==> src/hdl/sbd_pkg.sv <==
// Shared types and constants for the spectral beat detector.
package sbd_pkg;
  localparam int HISTORY_DEPTH = 128;
  localparam int SAMPLE_WIDTH  = 24;
  localparam int HIST_AW       = $clog2(HISTORY_DEPTH);
  localparam int WIN_W         = HIST_AW + 1;
  localparam int SQ_W          = 48;
  localparam int ROOT_STEPS    = SQ_W / 2;
  localparam int QUEUE_DEPTH   = 2;

  localparam logic [SAMPLE_WIDTH-1:0] PEAK_MAX = '1;

  localparam logic [1:0] REG_BAND_LOW  = 2'd0;
  localparam logic [1:0] REG_BAND_HIGH = 2'd1;
  localparam logic [1:0] REG_WINDOW    = 2'd2;

  typedef struct packed {
    logic                    in_band;
    logic                    last;
    logic [SQ_W-1:0]         mag_sq;
  } sbd_job_t;

  typedef struct packed {
    logic [WIN_W-1:0] win;
  } sbd_cfg_t;
endpackage

==> src/hdl/sbd_front.sv <==
// Front end: band check and squared magnitude, pushed into the job queue.
module sbd_front import sbd_pkg::*; (
  input  logic                   clk,
  input  logic                   rst,
  input  logic                   push,
  output logic                   full,
  input  logic [11:0]            bin_index,
  input  logic signed [23:0]     real_part,
  input  logic signed [23:0]     imag_part,
  input  logic                   last_bin,
  input  logic [11:0]            band_low_bin,
  input  logic [11:0]            band_high_bin,
  output logic                   job_valid,
  output sbd_job_t               job,
  input  logic                   job_take
);
  // stage 1: absolute values and band flag
  logic        s1_valid;
  logic [23:0] s1_re, s1_im;
  logic        s1_band, s1_last;
  // stage 2: squares
  logic        s2_valid;
  logic [47:0] s2_re2, s2_im2;
  logic        s2_band, s2_last;

  sbd_job_t             q [QUEUE_DEPTH];
  logic [0:0]           q_rd, q_wr;
  logic [1:0]           q_cnt;
  logic [1:0]           inflight;
  logic                 accept, q_push, q_pop;

  // Only accept when the queue is sure to have room for everything in flight.
  assign full   = (2'(q_cnt) + inflight) >= 2'(QUEUE_DEPTH);
  assign accept = push && !full;
  assign q_push = s2_valid;
  assign q_pop  = job_take && job_valid;
  assign job_valid = q_cnt != 2'd0;
  assign job       = q[q_rd];
  assign inflight  = {1'b0, s1_valid} + {1'b0, s2_valid};

  always_ff @(posedge clk) begin
    s1_re   <= real_part[23] ? 24'(-real_part) : real_part;
    s1_im   <= imag_part[23] ? 24'(-imag_part) : imag_part;
    s1_band <= (bin_index >= band_low_bin) && (bin_index < band_high_bin);
    s1_last <= last_bin;
    s2_re2  <= s1_re * s1_re;
    s2_im2  <= s1_im * s1_im;
    s2_band <= s1_band;
    s2_last <= s1_last;
    if (q_push) begin
      q[q_wr] <= '{in_band: s2_band, last: s2_last, mag_sq: s2_re2 + s2_im2};
    end
    if (rst) begin
      s1_valid <= 1'b0;
      s2_valid <= 1'b0;
      q_rd     <= '0;
      q_wr     <= '0;
      q_cnt    <= '0;
    end else begin
      s1_valid <= accept;
      s2_valid <= s1_valid;
      if (q_push) q_wr <= q_wr + 1'b1;
      if (q_pop)  q_rd <= q_rd + 1'b1;
      q_cnt <= q_cnt + {1'b0, q_push} - {1'b0, q_pop};
    end
  end

  always_ff @(posedge clk) begin
    if (!rst) begin
      assert (!(q_push && !q_pop && q_cnt == 2'(QUEUE_DEPTH)))
        else $error("job queue overflow");
      assert (!(q_pop && q_cnt == 2'd0)) else $error("job queue underflow");
    end
  end

  ap_inflight: assert property (@(posedge clk) disable iff (rst)
    accept |=> s1_valid) else $error("stage 1 lost an item");
  ap_cnt: assert property (@(posedge clk) disable iff (rst)
    q_cnt <= 2'(QUEUE_DEPTH)) else $error("queue count out of range");
  ap_stage: assert property (@(posedge clk) disable iff (rst)
    s1_valid |=> s2_valid) else $error("stage 2 lost an item");
endmodule

==> config.mk <==
export PLATFORM = sky130hd
export DESIGN_NAME = sbd_front
export DESIGN_NICKNAME = d
export VERILOG_FILES = /design/src/hdl/sbd_pkg.sv /design/src/hdl/sbd_front.sv
export SDC_FILE = /design/constraint.sdc
export NUM_CORES = 2
export LEC_CHECK = 0
export BUFFER_PORTS_ARGS = -buffer_cell sky130_fd_sc_hd__clkbuf_2
export CORE_ASPECT_RATIO = 0.9
export CORE_MARGIN = 5
export CORE_UTILIZATION = 40
export DETAILED_ROUTE_END_ITERATION = 7
export GPL_TIMING_DRIVEN = 0
export PLACE_DENSITY_LB_ADDON = 0.15
export SLEW_MARGIN = 15
export SYNTH_ARGS = -nofsm -noshare
export SYNTH_HDL_FRONTEND = slang
export SYNTH_SLANG_ARGS = --single-unit
==> constraint.sdc <==
create_clock -name clk -period 11.85 [get_ports clk]
set_clock_uncertainty 0.15 [all_clocks]
set_input_delay 1.185 -clock clk [delete_from_list [all_inputs] [get_ports clk]]
set_output_delay 1.185 -clock clk [all_outputs]
set_load 0.05 [all_outputs]
# After elaboration in Yosys (flattened, before gate mapping)
# Memory sizes are Yosys's and may differ from the RTL's. A register that Yosys moved wholly into a read port is not among the register bits.
# Cells that the tools add are included.
dict set report totals {
  regBits 154
  ram_bits 100
  inputBits 89
  output_inout_bits 52
  wordCells 41
  memories 1
}
# name words word_bits read_ports rd_clocked_by_memory_dff wr line
set mem_list {}
lappend mem_list {q 2 50 1 1 1 sbd_front.sv:26} ;# sbd_job_t q [QUEUE_DEPTH];
dict set report op_classes {
  add_sub_neg 9
  multipliers 2
  magnitude_cmp 3
  muxes 6
  n_reduce_logical 5
}
# operator n
set op_table {}
lappend op_table {{multiplier 24 x 24 -> 48 bit} 2}
lappend op_table {{adder 48 bit} 1}
lappend op_table {{negation 24 bit} 2}
lappend op_table {{2-to-1 mux 23 bit} 2}
lappend op_table {{greater-or-equal comparator 12 bit} 1}
lappend op_table {{< comparator 12 bit} 1}
lappend op_table {{2-to-1 mux 1 bit} 4}
lappend op_table {{logical AND 1 bit} 3}
lappend op_table {{adder 1 bit (second input constant)} 2}
lappend op_table {{adder 1 x 1 -> 2 bit} 1}
lappend op_table {{adder 2 x 1 -> 2 bit} 1}
lappend op_table {{adder 2 bit} 1}
lappend op_table {{greater-or-equal comparator 2 bit (second input constant)} 1}
lappend op_table {{nonzero test 2 bit} 1}
lappend op_table {{subtractor 2 x 1 -> 2 bit} 1}
lappend op_table {{zero test 1 bit} 1}

# Depth between registers and ports, before layout
dict set report logic_depth {
  word_depth 5
  ltp_mapped 27
}

# Worst setup path after synthesis
# No wires, ideal clock.
dict set report synth_path {
  kind {flip-flop to flip-flop}
  start {register s1_im[17]}
  end {register s2_im2[47]}
  setup_time_ns 0.120
  t_arrival_ns 6.729
  t_required_ns 11.580
  setup_slack_ns 4.851
  path_stages_with_launch 26
  n_path_buf 3
  synth_period_minus_slack_ns 6.999
  path_cell_list {dfxtp_1 > clkbuf_1 > clkbuf_1 > nand2_1 > fa_1 > inv_1 > fa_1 > fa_1 > inv_1 > fa_1 > inv_1 > fa_1 > fa_1 > inv_1 > fa_1 > inv_1 > ha_1 > clkbuf_1 > nand2_1 > o311a_1 > o31ai_2 > a21oi_1 > o31a_1 > o21ai_0 > a21oi_1 > xnor2_1}
}
dict set report synth_between {
  elab_chain_len 1
}
# element line
set synth_lines {}
lappend synth_lines {{start: declaration} sbd_front.sv:19} ;# logic [23:0] s1_re, s1_im;
lappend synth_lines {{start signal: assignment} sbd_front.sv:43} ;# s1_im <= imag_part[23] ? 24'(-imag_part) : imag_part;
lappend synth_lines {{multiplier 24 x 24 -> 48 bit} sbd_front.sv:47} ;# s2_im2 <= s1_im * s1_im;
lappend synth_lines {{end signal: assignment} sbd_front.sv:47}
lappend synth_lines {{end: declaration} sbd_front.sv:23} ;# logic [47:0] s2_re2, s2_im2;
# No other way between the ends.
# A chain may end at the register's enable or synchronous reset.

# Worst setup path in the final report
dict set report layout_path {
  start {register s1_im[17]}
  end {register s2_im2[46]}
}
# The elaborated chain is that of the path after synthesis.

==> impl_metrics.env <==
export IMPL_yosysUniqueCellTypes=75
export IMPL_syn_area_sq_um=43000
export IMPL_top_level_ports=141
export IMPL_critPathLaunchType="flip-flop"
export IMPL_wire_per_inst_microns=18.2
export IMPL_synth_compound_gate_area_share=0.0654
export IMPL_die_w_microns=356
export IMPL_rsz0062_at_grt="false"
export IMPL_layout_drive_gt1_share=0.0594
export IMPL_setup_viol=0
export IMPL_fillers=10700
export IMPL_worst_slew_pin_slew_ns=1.13
export IMPL_globalplace_congestion=0.904
export IMPL_critPathCaptureType="flip-flop"
export IMPL_cts_root_buf="clkbuf_16"
export IMPL_syn_to_final_growth_pct=8.62
export IMPL_nets=5998
export IMPL_die_h_microns=321
export IMPL_synthAdderAreaFrac=0.517
export IMPL_firstDrtPassIters=5
export IMPL_required_ns=12.21
export IMPL_synth_top_cell_by_area="fa_1"
export IMPL_slew_viol_final=0
export IMPL_htreeDepth=1
export IMPL_synth_simple_area_share=0.101
export IMPL_hold_viol_final=0
export IMPL_dpl_cell_count=6055
export IMPL_syn_avg_cell_area_sq_um=9.63
export IMPL_synthFlopType="dfxtp_1"
export IMPL_synth_xor_area_frac=0.0412
export IMPL_post_cts_setup_buffers=0
export IMPL_port_buffers=140
export IMPL_dp_hpwl_microns=93500
export IMPL_drc=0
export IMPL_cts_hold_buf=0
export IMPL_synth_common_cells="inv_1 (1233), fa_1 (844), ha_1 (427)"
export IMPL_die_area_sq_um=114000
export IMPL_max_freq_ghz=0.112
export IMPL_cts_resized=0
export IMPL_cts_tree="done"
export IMPL_grt_ovfl_total=0
export IMPL_vias=29500
export IMPL_status="finished clean"
export IMPL_cts_sinks=253
export IMPL_synth_mux_area_frac=0.0141
export IMPL_avgViaCountPerCell=4.82
export IMPL_worstSetupPathType="flip-flop to flip-flop"
export IMPL_max_cap_violations=0
export IMPL_fin_tns_setup_ns=0
export IMPL_finalCritPeriodShare=0.752
export IMPL_clock_latency_ns=0.63
export IMPL_final_cells=6114
export IMPL_synth_top_family_by_area="adder cells"
export IMPL_crit_fanout=10
export IMPL_coreArea_sq_um=107000
export IMPL_rows=114
export IMPL_ant_nets=0
export IMPL_ys_top_cells_by_area="fa_1 (39%), ha_1 (12%), inv_1 (11%), dfxtp_1 (7.1%), edfxtp_1 (7.0%)"
export IMPL_ys_seq_area_frac=0.141
export IMPL_syn_nets=5822
export IMPL_clk_path_buf_depth=3
export IMPL_syn_inst=4462
export IMPL_cts_inserted_buffers=31
export IMPL_hp_class="flip-flop to flip-flop"
export IMPL_synth_top_area_frac=0.393
export IMPL_ys_async_sr_fraction=0
export IMPL_synth_edf_count=100
export IMPL_fin_crit_ns=8.91
export IMPL_clk_pin_slew_ns=0.06
export IMPL_wl_microns=111000
export IMPL_grt_pass1_wl_microns=180000
export IMPL_grt_max_degree=34
export IMPL_crit_arrival_ns=9.27
export IMPL_regArea_sq_um=6070
export IMPL_dr_first_iter_drc_count=1379
export IMPL_grt_total_usage=0.202
export IMPL_synth_seq_cells=253
export IMPL_start_util=0.401
export IMPL_maxSlewHeadroom=0.246
export IMPL_antenna_found_initial=11
export IMPL_synth_most_common_cell="inv_1"
export IMPL_yosys_warnings=0
export IMPL_grt_pass1_vias=31800
export IMPL_multi_input_area_sq_um=31800
[stage by stage]
| stage | hold slack, ns | area, sq um | utilization | worst slack, ns |
|---|---|---|---|---|
| after floorplan | 0.160 | 43000 | - | 4.85 |
| after global placement | 0.162 | 45500 | 0.425 | 2.90 |
| after detailed placement | 0.166 | 45600 | 0.425 | 2.91 |
| after CTS | 0.180 | 46700 | 0.436 | 2.91 |
| after global routing | 0.182 | 46700 | 0.436 | 2.32 |
| final | 0.177 | 46700 | 0.436 | 2.94 |
[final cells by class]
type / count / area share
Timing Repair Buffer: 143 / 0.0165
Inverter: 1233 / 0.0991
Sequential cell: 253 / 0.130
Antenna cell: 1 / 0.0000536
Clock buffer: 38 / 0.0174
Tap cell: 1450 / 0.0389
Multi-Input combinational cell: 2840 / 0.681
Buffer: 136 / 0.0110
Clock inverter: 20 / 0.00640
[cell usage in the layout (no fill, tap or decap), types with 5 or more instances in the layout]
cell type	Yosys	routed
or4_1	6	6
clkbuf_2	0	140
nand3_1	32	32
or2_2	6	6
fa_1	844	844
o41ai_1	8	8
nor3_1	18	18
o21ai_1	6	6
nand2b_1	18	18
and3_1	15	15
xor2_1	64	64
nand2_1	395	395
a21oi_1	136	136
nor2b_1	29	29
o21ai_0	77	77
clkbuf_1	127	133
buf_1	8	8
or3_1	12	12
a31oi_1	12	12
bufinv_16	0	6
o21a_1	13	13
nor2_1	83	82
edfxtp_1	100	100
dfxtp_1	153	153
mux2_2	52	52
and2_1	230	229
clkbuf_16	0	31
a21o_1	82	82
a311oi_1	5	5
xnor2_1	138	138
o31ai_1	13	13
o21bai_1	12	12
o211ai_1	6	6
inv_1	1233	1233
and4_1	5	5
a211oi_1	8	8
nand4_1	21	21
ha_1	427	427
[cell families after synthesis]
| family | after synthesis |
|---|---|
| muxes | 54 |
| and+or+nand+nor | 886 |
| AOI/OAI and AO/OA | 427 |
| buffers and inverters | 1369 |
| DFF | 253 |
| xor gates and xnor gates | 202 |
| adders and majority gates | 1271 |
[sequential cells by signal, indices dropped and copies added, names as in the netlist, 2 cells and up, named ones only]
signal,count
q,100
q_cnt,2
s1_im,24
s1_re,24
s2_im2,47
s2_re2,47
[worst paths after layout]
path,cells past startpoint,to,start,slack [ns]
max reg2reg,26,s2_im2[46],s1_im[17],2.94
min,0,s2_last,s1_last,0.18
max,26,s2_im2[46],s1_im[17],2.94
min reg2reg,0,s2_last,s1_last,0.18
[routing by layer]
metal | vias to the layer above | track usage | part of all wire
li1 | 13800 | - | -
met5 | - | 0 | 0.00013
met2 | 709 | 0.326 | 0.45
met1 | 14800 | 0.293 | 0.46
met3 | 112 | 0.0337 | 0.063
met4 | 2 | 0.0348 | 0.019
[critical path, cell delays in order (launching register included)]
cell	delay, ns
dfxtp_1	0.58
clkbuf_1	0.57
clkbuf_1	0.59
nand2_1	0.23
fa_1	0.59
inv_1	0.06
fa_1	0.53
inv_1	0.05
fa_1	0.50
fa_1	0.51
inv_1	0.05
fa_1	0.50
fa_1	0.49
inv_1	0.05
fa_1	0.53
inv_1	0.06
ha_1	0.27
clkbuf_1	0.19
a21oi_1	0.18
o21bai_1	0.09
a2111oi_0	0.41
a21oi_1	0.24
a21oi_1	0.52
nor3_1	0.13
o21ai_0	0.36
o21ai_0	0.16
xor2_1	0.16
Power is not shown: default switching activity piles up to over one toggle a cycle in this logic, so the estimate is an artifact.
